`src/rtl/core/aie_pkg.sv`:
```
// Shared constants and types of the arithmetic interval encoder.
package aie_pkg;

  localparam int unsigned DefSymbolCount  = 256;
  localparam int unsigned DefProbFracBits = 16;

  localparam int unsigned CodeW  = 33;
  localparam int unsigned SymW   = 8;
  localparam int unsigned PaddrW = 4;
  localparam int unsigned PdataW = 64;

  localparam logic [CodeW-1:0] TopReset = 33'h1_0000_0000;

  // opcode field
  localparam logic OpLoad   = 1'b0;
  localparam logic OpEncode = 1'b1;

  // register index, taken from paddr[3]
  localparam logic RegIntervalTop = 1'b0;

  // encode request into the narrowing unit
  typedef struct packed {
    logic valid;
    logic known;
    logic msg_end;
  } aie_req_t;

  // result item out of the narrowing unit
  typedef struct packed {
    logic             valid;
    logic [CodeW-1:0] code_value;
    logic             unknown_symbol;
    logic             code_valid;
  } aie_res_t;

endpackage

```
`src/rtl/core/aie_narrow.sv`:
```
// Interval narrowing unit: range multiply, interval update and code midpoint.
module aie_narrow import aie_pkg::*; #(
  parameter int unsigned PROB_FRAC_BITS = DefProbFracBits
) (
  input  logic                      clk_i,
  input  logic                      rst_ni,
  input  aie_req_t                  req_i,
  input  logic [PROB_FRAC_BITS:0]   bound_lo_i,
  input  logic [PROB_FRAC_BITS:0]   bound_hi_i,
  input  logic                      top_wr_i,
  input  logic [CodeW-1:0]          top_i,
  output aie_res_t                  res_o,
  output logic                      busy_o
);

  localparam int unsigned ProbW = PROB_FRAC_BITS + 1;
  localparam int unsigned ProdW = CodeW + ProbW;
  localparam int unsigned OffW  = CodeW + 1;
  localparam int unsigned MidW  = CodeW + 3;

  logic [CodeW-1:0] low_q, high_q;
  logic [CodeW-1:0] range;
  logic [ProdW-1:0] prod_lo_d, prod_hi_d, prod_lo_q, prod_hi_q;
  logic             s2_valid_q, s2_end_q, s2_unknown_q;
  logic [OffW-1:0]  off_lo, off_hi;
  logic [CodeW-1:0] new_lo, new_hi;
  logic [MidW-1:0]  mid_sum;

  // stage 1: scale the range by both bounds; an unknown symbol keeps the interval
  assign range = high_q - low_q;

  always_comb begin
    if (req_i.known) begin
      prod_lo_d = ProdW'(range) * ProdW'(bound_lo_i);
      prod_hi_d = ProdW'(range) * ProdW'(bound_hi_i);
    end else begin
      prod_lo_d = '0;
      prod_hi_d = {1'b0, range, {PROB_FRAC_BITS{1'b0}}};
    end
  end

  always_ff @(posedge clk_i or negedge rst_ni) begin
    if (!rst_ni) begin
      s2_valid_q <= 1'b0;
    end else begin
      s2_valid_q <= req_i.valid;
    end
  end

  always_ff @(posedge clk_i) begin
    if (req_i.valid) begin
      prod_lo_q    <= prod_lo_d;
      prod_hi_q    <= prod_hi_d;
      s2_end_q     <= req_i.msg_end;
      s2_unknown_q <= !req_i.known;
    end
  end

  // stage 2: new bounds and midpoint of the new interval
  assign off_lo  = prod_lo_q[ProdW-1:PROB_FRAC_BITS];
  assign off_hi  = prod_hi_q[ProdW-1:PROB_FRAC_BITS];
  assign new_lo  = CodeW'({1'b0, low_q} + off_lo);
  assign new_hi  = CodeW'({1'b0, low_q} + off_hi);
  assign mid_sum = MidW'({low_q, 1'b0}) + MidW'(off_lo) + MidW'(off_hi);

  // interval registers; a message end or a top write restarts at [0, top)
  always_ff @(posedge clk_i or negedge rst_ni) begin
    if (!rst_ni) begin
      low_q  <= '0;
      high_q <= TopReset;
    end else if (top_wr_i || (s2_valid_q && s2_end_q)) begin
      low_q  <= '0;
      high_q <= top_i;
    end else if (s2_valid_q) begin
      low_q  <= new_lo;
      high_q <= new_hi;
    end
  end

  // result: message end, or unknown symbol mid-message
  always_comb begin
    res_o.valid          = s2_valid_q && (s2_end_q || s2_unknown_q);
    res_o.code_value     = s2_end_q ? mid_sum[CodeW:1] : '0;
    res_o.unknown_symbol = s2_unknown_q;
    res_o.code_valid     = s2_end_q;
  end

  assign busy_o = s2_valid_q;

endmodule

```
`config.mk`:
```
export PLATFORM = sky130hd
export DESIGN_NAME = aie_narrow
export DESIGN_NICKNAME = d
export VERILOG_FILES = /design/src/rtl/core/aie_pkg.sv /design/src/rtl/core/aie_narrow.sv
export SDC_FILE = /design/constraint.sdc
export NUM_CORES = 2
export LEC_CHECK = 0
export BUFFER_PORTS_ARGS = -buffer_cell sky130_fd_sc_hd__buf_2
export CAP_MARGIN = 20
export CORE_MARGIN = 1
export CORE_UTILIZATION = 67
export DETAILED_ROUTE_END_ITERATION = 6
export PLACE_DENSITY_LB_ADDON = 0.12
export SLEW_MARGIN = 20
export SYNTH_ARGS = -nofsm -noshare
export SYNTH_HDL_FRONTEND = slang
export SYNTH_SLANG_ARGS = --single-unit
```
`constraint.sdc`:
```
create_clock -name clk_i -period 11.9 [get_ports clk_i]
set_clock_uncertainty 0.1 [all_clocks]
set_input_delay 2.38 -clock clk_i [delete_from_list [all_inputs] [get_ports clk_i]]
set_output_delay 2.38 -clock clk_i [all_outputs]
set_load 0.02 [all_outputs]
```
Word-level counts from Yosys, hierarchy flattened
Index checks and enable logic that the tools add are counted.
Widths: inputs -> output; s select.
{"block": "totals", "reg_bits": 169, "in_bits": 73, "output_inout_bits": 37, "elab_cells": 27}
{"block": "classes", "addsub": 5, "multipliers": 2, "n_mux": 6, "n_reduce_logical": 6}
{"operator": "$mux 33", "n": 5}
{"operator": "$mul 33x17->50", "n": 2}
{"operator": "$add 34x34->34", "n": 2}
{"operator": "$add 33x33->33", "n": 2}
{"operator": "$mux 49", "n": 1}
{"operator": "$sub 33x33->33", "n": 1}
{"operator": "$logic_and 1x1->1", "n": 2}
{"operator": "$logic_or 1x1->1", "n": 2}
{"operator": "$reduce_bool 2->1", "n": 1}
{"operator": "$logic_not 1->1", "n": 1}

Depth between registers and ports, before layout
{"block": "depth", "word_depth": 3, "mapped_depth": 38, "mapped_depth_nobuf": 37}

Worst setup path after synthesis
OpenSTA, ideal clock, no wires.
{"block": "synth_timing", "path_type": "register -> register", "from": "register low_q[1]", "to": "register prod_lo_q[34] (data pin)", "t_arrival_ns": 8.599, "required_ns": 11.534, "path_slack_ns": 2.935, "path_stages_with_launch": 36, "cell_sequence": "dfrtp_1 inv_1 ha_1 nor2b_1 o31a_2 o21ai_2 o21ai_2 a21o_1 a21o_1 a21oi_1 nor2b_1 o41ai_2 xnor2_1 clkbuf_1 nand2_1 fa_1 inv_1 fa_1 inv_1 fa_1 fa_1 fa_1 inv_1 fa_1 ha_1 a21o_1 a21o_1 a211o_1 a211oi_2 o31ai_1 a41o_1 a41o_1 a21o_1 a21oi_1 xor2_1 nor2_1"}
{"block": "synth_via", "elab_chain_len": 2}
{"element": "start: declaration", "line_no": "aie_narrow.sv:21", "text": "logic [CodeW-1:0] low_q, high_q;"}
{"element": "start signal: assignment", "line_no": "aie_narrow.sv:75", "text": "low_q <= new_lo;"}
{"element": "$sub 33x33->33", "line_no": "aie_narrow.sv:30", "text": "assign range = high_q - low_q;"}
{"element": "$mul 33x17->50", "line_no": "aie_narrow.sv:34", "text": "prod_lo_d = ProdW'(range) * ProdW'(bound_lo_i);"}
{"element": "end signal: assignment", "line_no": "aie_narrow.sv:52", "text": "prod_lo_q <= prod_lo_d;"}
{"element": "end: declaration", "line_no": "aie_narrow.sv:23", "text": "logic [ProdW-1:0] prod_lo_d, prod_hi_d, prod_lo_q, prod_hi_q;"}
No other way between the ends.
A chain may end at the register's enable or synchronous reset.

Worst setup path after layout
{"block": "layout_timing", "from": "register low_q[1]", "to": "register prod_hi_q[46] (data pin)"}
{"block": "layout_via", "elab_chain_len": 3}
{"element": "$sub 33x33->33 (*)", "line_no": "aie_narrow.sv:30"}
{"element": "$mul 33x17->50", "line_no": "aie_narrow.sv:35", "text": "prod_hi_d = ProdW'(range) * ProdW'(bound_hi_i);"}
{"element": "$mux 49 (*)", "line_no": "aie_narrow.sv:33", "text": "if (req_i.known) begin"}
{"element": "via prod_hi_d[46]", "line_no": "aie_narrow.sv:23"}
{"element": "end signal: assignment", "line_no": "aie_narrow.sv:53", "text": "prod_hi_q <= prod_hi_d;"}
{"element": "end: declaration", "line_no": "aie_narrow.sv:23"}
The timed path passes the listed nets; every way through them passes the cells marked *.

==> metrics.yaml <==
outcome:
  status: "finished, final reports clean"
sta:
  fmax_ghz: 0.0964
  maxSlewHeadroom_pct: 22.4
  tightest_slew_ps: 1160
  grt_setup_unrepaired: "no"
  setup_violations: 0
  hold_slack_ps: 467
  tns_ps: 0
  fin_crit_sh_pct: 87.2
  slew_violations: 0
  min_period_ps: 10370
  hold_viol: 0
routing:
  drt_iter0_drc: 3014
  vias: 36500
  drc_errors: 0
  routed_via_density: 5.87
  detail_route.wl_per_cell_um: 20.5
  wl_mm: 128
  ant_nets: 0
  firstDrtPassIters: 6
worst_setup_path:
  startpoint_type: "flip-flop"
  worstPathRequired_ps: 12020
  cp_num_buf_inv: 5
  crit_end: "prod_hi_q[46]"
  reg2reg_from: "low_q[1]"
  crit_cells: 32
  worstPathMaxFanout: 13
  crit_path_end_kind: "flip-flop"
  criticalPathCategory: "reg -> reg"
  startpoint: "low_q[1]"
  reg2reg_to: "prod_hi_q[46]"
  r2r_slack_ps: 1530
  max_stage_delay_ps: 860
  cp_top_family: "adder cells"
  cp_slowest_cell: "xnor2_2"
  r2r_cells: 32
  crit_top_cell: "fa_1"
  critical_path_arrival_ps: 10490
yosys:
  ys_types: 86
  synth_top_family_by_area: "adder cells"
  synth_edf_count: 70
  yosys.area.top_type_share_pct: 41.2
  synth_common_cells: "inv_1 (1113), fa_1 (960), nand2_1 (871), ha_1 (372), and2_1 (337)"
  synth_most_common_cell: "inv_1"
  synthSimpleGateAreaFrac_pct: 16.3
  synth_fa_ha_area_share_pct: 51.2
  yosysSeqAreaShare_pct: 8.10
  yosysTopAreaCell: "fa_1"
  ys_async_sr_fraction_pct: 48.9
  synth_mux_area_share_pct: 1.21
  netlist_instances: 5344
  netlist_area_sq_mm: 0.0466
  synth-compound-area-share_pct: 8.76
  netlist_top_cells_area: "fa_1 (41%), ha_1 (10%), inv_1 (9.0%), nand2_1 (7.0%), and2_1 (4.5%)"
  ys.flop_type: "edfxtp_1"
  synth-xor-area-share_pct: 3.40
  ys_ff_latch: 137
  syn_nets: 6749
  synth-warning-count: 0
  syn_area_per_cell_sq_um: 8.73
clock_network:
  clk_pin_slew_ps: 70
  cts_hold_buf: 0
  cts-resized-gates: 0
  cts_tree: "built"
  tritoncts.num_buffers: 17
  clockBufferDepth: 2
  post_cts_buffers: 0
  clk_latency_ps: 460
  cts.sinks: 137
  htreeDepth: 4
  clockRootBuffer: "clkbuf_16"
global_route:
  grt_usage_pct: 37.8
  grt_pass1_vias: 38300
  grt_pass1_wl_mm: 205
  antenna_found_initial: 2
  grt_max_degree: 85
  grt_overflow: 0
layout:
  syn_to_final_growth_pct: 4.51
  nets: 6687
  layout-drive-gt1-share_pct: 5.36
floorplanning:
  num_rows: 96
  die_w_um: 266
  ios: 110
  fp.dieH_um: 266
  dieArea_sq_mm: 0.0707
  core_sq_mm: 0.0687
  start_util_pct: 67.9
run:
  drv_cap: 0
placed_design:
  place.gp.congestion: 0.936
  hpwl_mm: 96.6
  port_buffers: 109
hold_path:
  holdCritPathClass: "reg -> reg"
## registers in the layout, summed over array words and instances, names as in the netlist
register      count
busy_o            1
s2_unknown_q      1
low_q            33
s2_end_q          1
prod_hi_q        34
high_q           33
prod_lo_q        34
## area by class of cell
cell class | count | area [sq um]
Antenna cell | 2 | 5.00
Clock buffer | 24 | 547
Clock inverter | 8 | 68.8
Fill cell | 5481 | 20000
Inverter | 1114 | 4180
Multi-Input combinational cell | 3841 | 38000
Sequential cell | 137 | 3780
Tap cell | 931 | 1160
Timing Repair Buffer | 171 | 1030
## cells by family (layout without fill, tap and decap cells)
group                    after synthesis  in the layout
AND/OR/NAND/NOR                     1643           1643
buffers and inverters               1366           1317
adder cells (fa/ha/maj)             1332           1332
AO/OA/AOI/OAI                        636            636
XOR/XNOR                             176            176
flip-flops                           137            137
multiplexers                          54             54
other                                  0              2
## layer usage
layer / global-route usage [%] / vias to the layer above / wire length (um)
li1: - / 16100 / -
met1: 51.2 / 18200 / 50400
met2: 61.1 / 1962 / 58700
met3: 8.95 / 296 / 14700
met4: 10.9 / 0 / 3810
met5: 0 / - / 0
## worst register-to-register path: cells and delay by family, from the launching register on
family	cells	cell delay [ps]
xor+xnor	2	1000
compound gates	10	2730
flops	1	540
simple gates	6	1130
buf+inv	5	670
mux	1	260
fa+ha+maj	8	3690
## layout by cell type (no fill, tap or decap), types with 18 or more instances in the layout
cell       Yosys  final
fa_1         960    960
edfxtp_1      70     70
o21a_1        28     28
nand2_1      871    871
buf_2         11    108
a21o_1       107    106
nand3_1       20     20
and2_1       337    337
mux2i_1       35     35
a21oi_1      203    202
a31oi_1       18     18
buf_4          2     61
xor2_1        62     51
dfrtp_1       66     65
mux2_2        18     18
xnor2_1      108     96
nor2b_1       62     61
o21bai_1      25     25
nor2_1       188    188
inv_1       1113   1112
ha_1         372    372
o21ai_0      121    121
nor3_1        32     32
a211oi_1      28     28
nand4_1       26     26
nand2b_1      52     52
and3_1        19     19
clkbuf_16      0     21
## through the flow
step,utilization [%],worst slack (ps),std cells,cell area [sq um]
floorplan,-,2930,5344,46600
global placement,70.0,1680,6193,48100
detailed placement,70.0,1550,6193,48100
CTS,70.9,1540,6225,48700
global route,70.9,1040,6226,48700
finish,70.9,1530,6228,48700
## worst min-delay path by stage
stage           endpoint       from  cells past startpoint  slack [ps]
2_1_floorplan  high_q[8]  high_q[8]                      2         430
3_3_place_gp   high_q[8]  high_q[8]                      2         450
3_5_place_dp   high_q[8]  high_q[8]                      2         450
4_1_cts        high_q[8]  high_q[8]                      2         470
5_1_grt        high_q[8]  high_q[8]                      2         500
6_report       high_q[8]  high_q[8]                      2         470
Power is left out: the tool's default activity adds up to more than one toggle a clock period on the data nets, which glitch-free logic cannot reach.
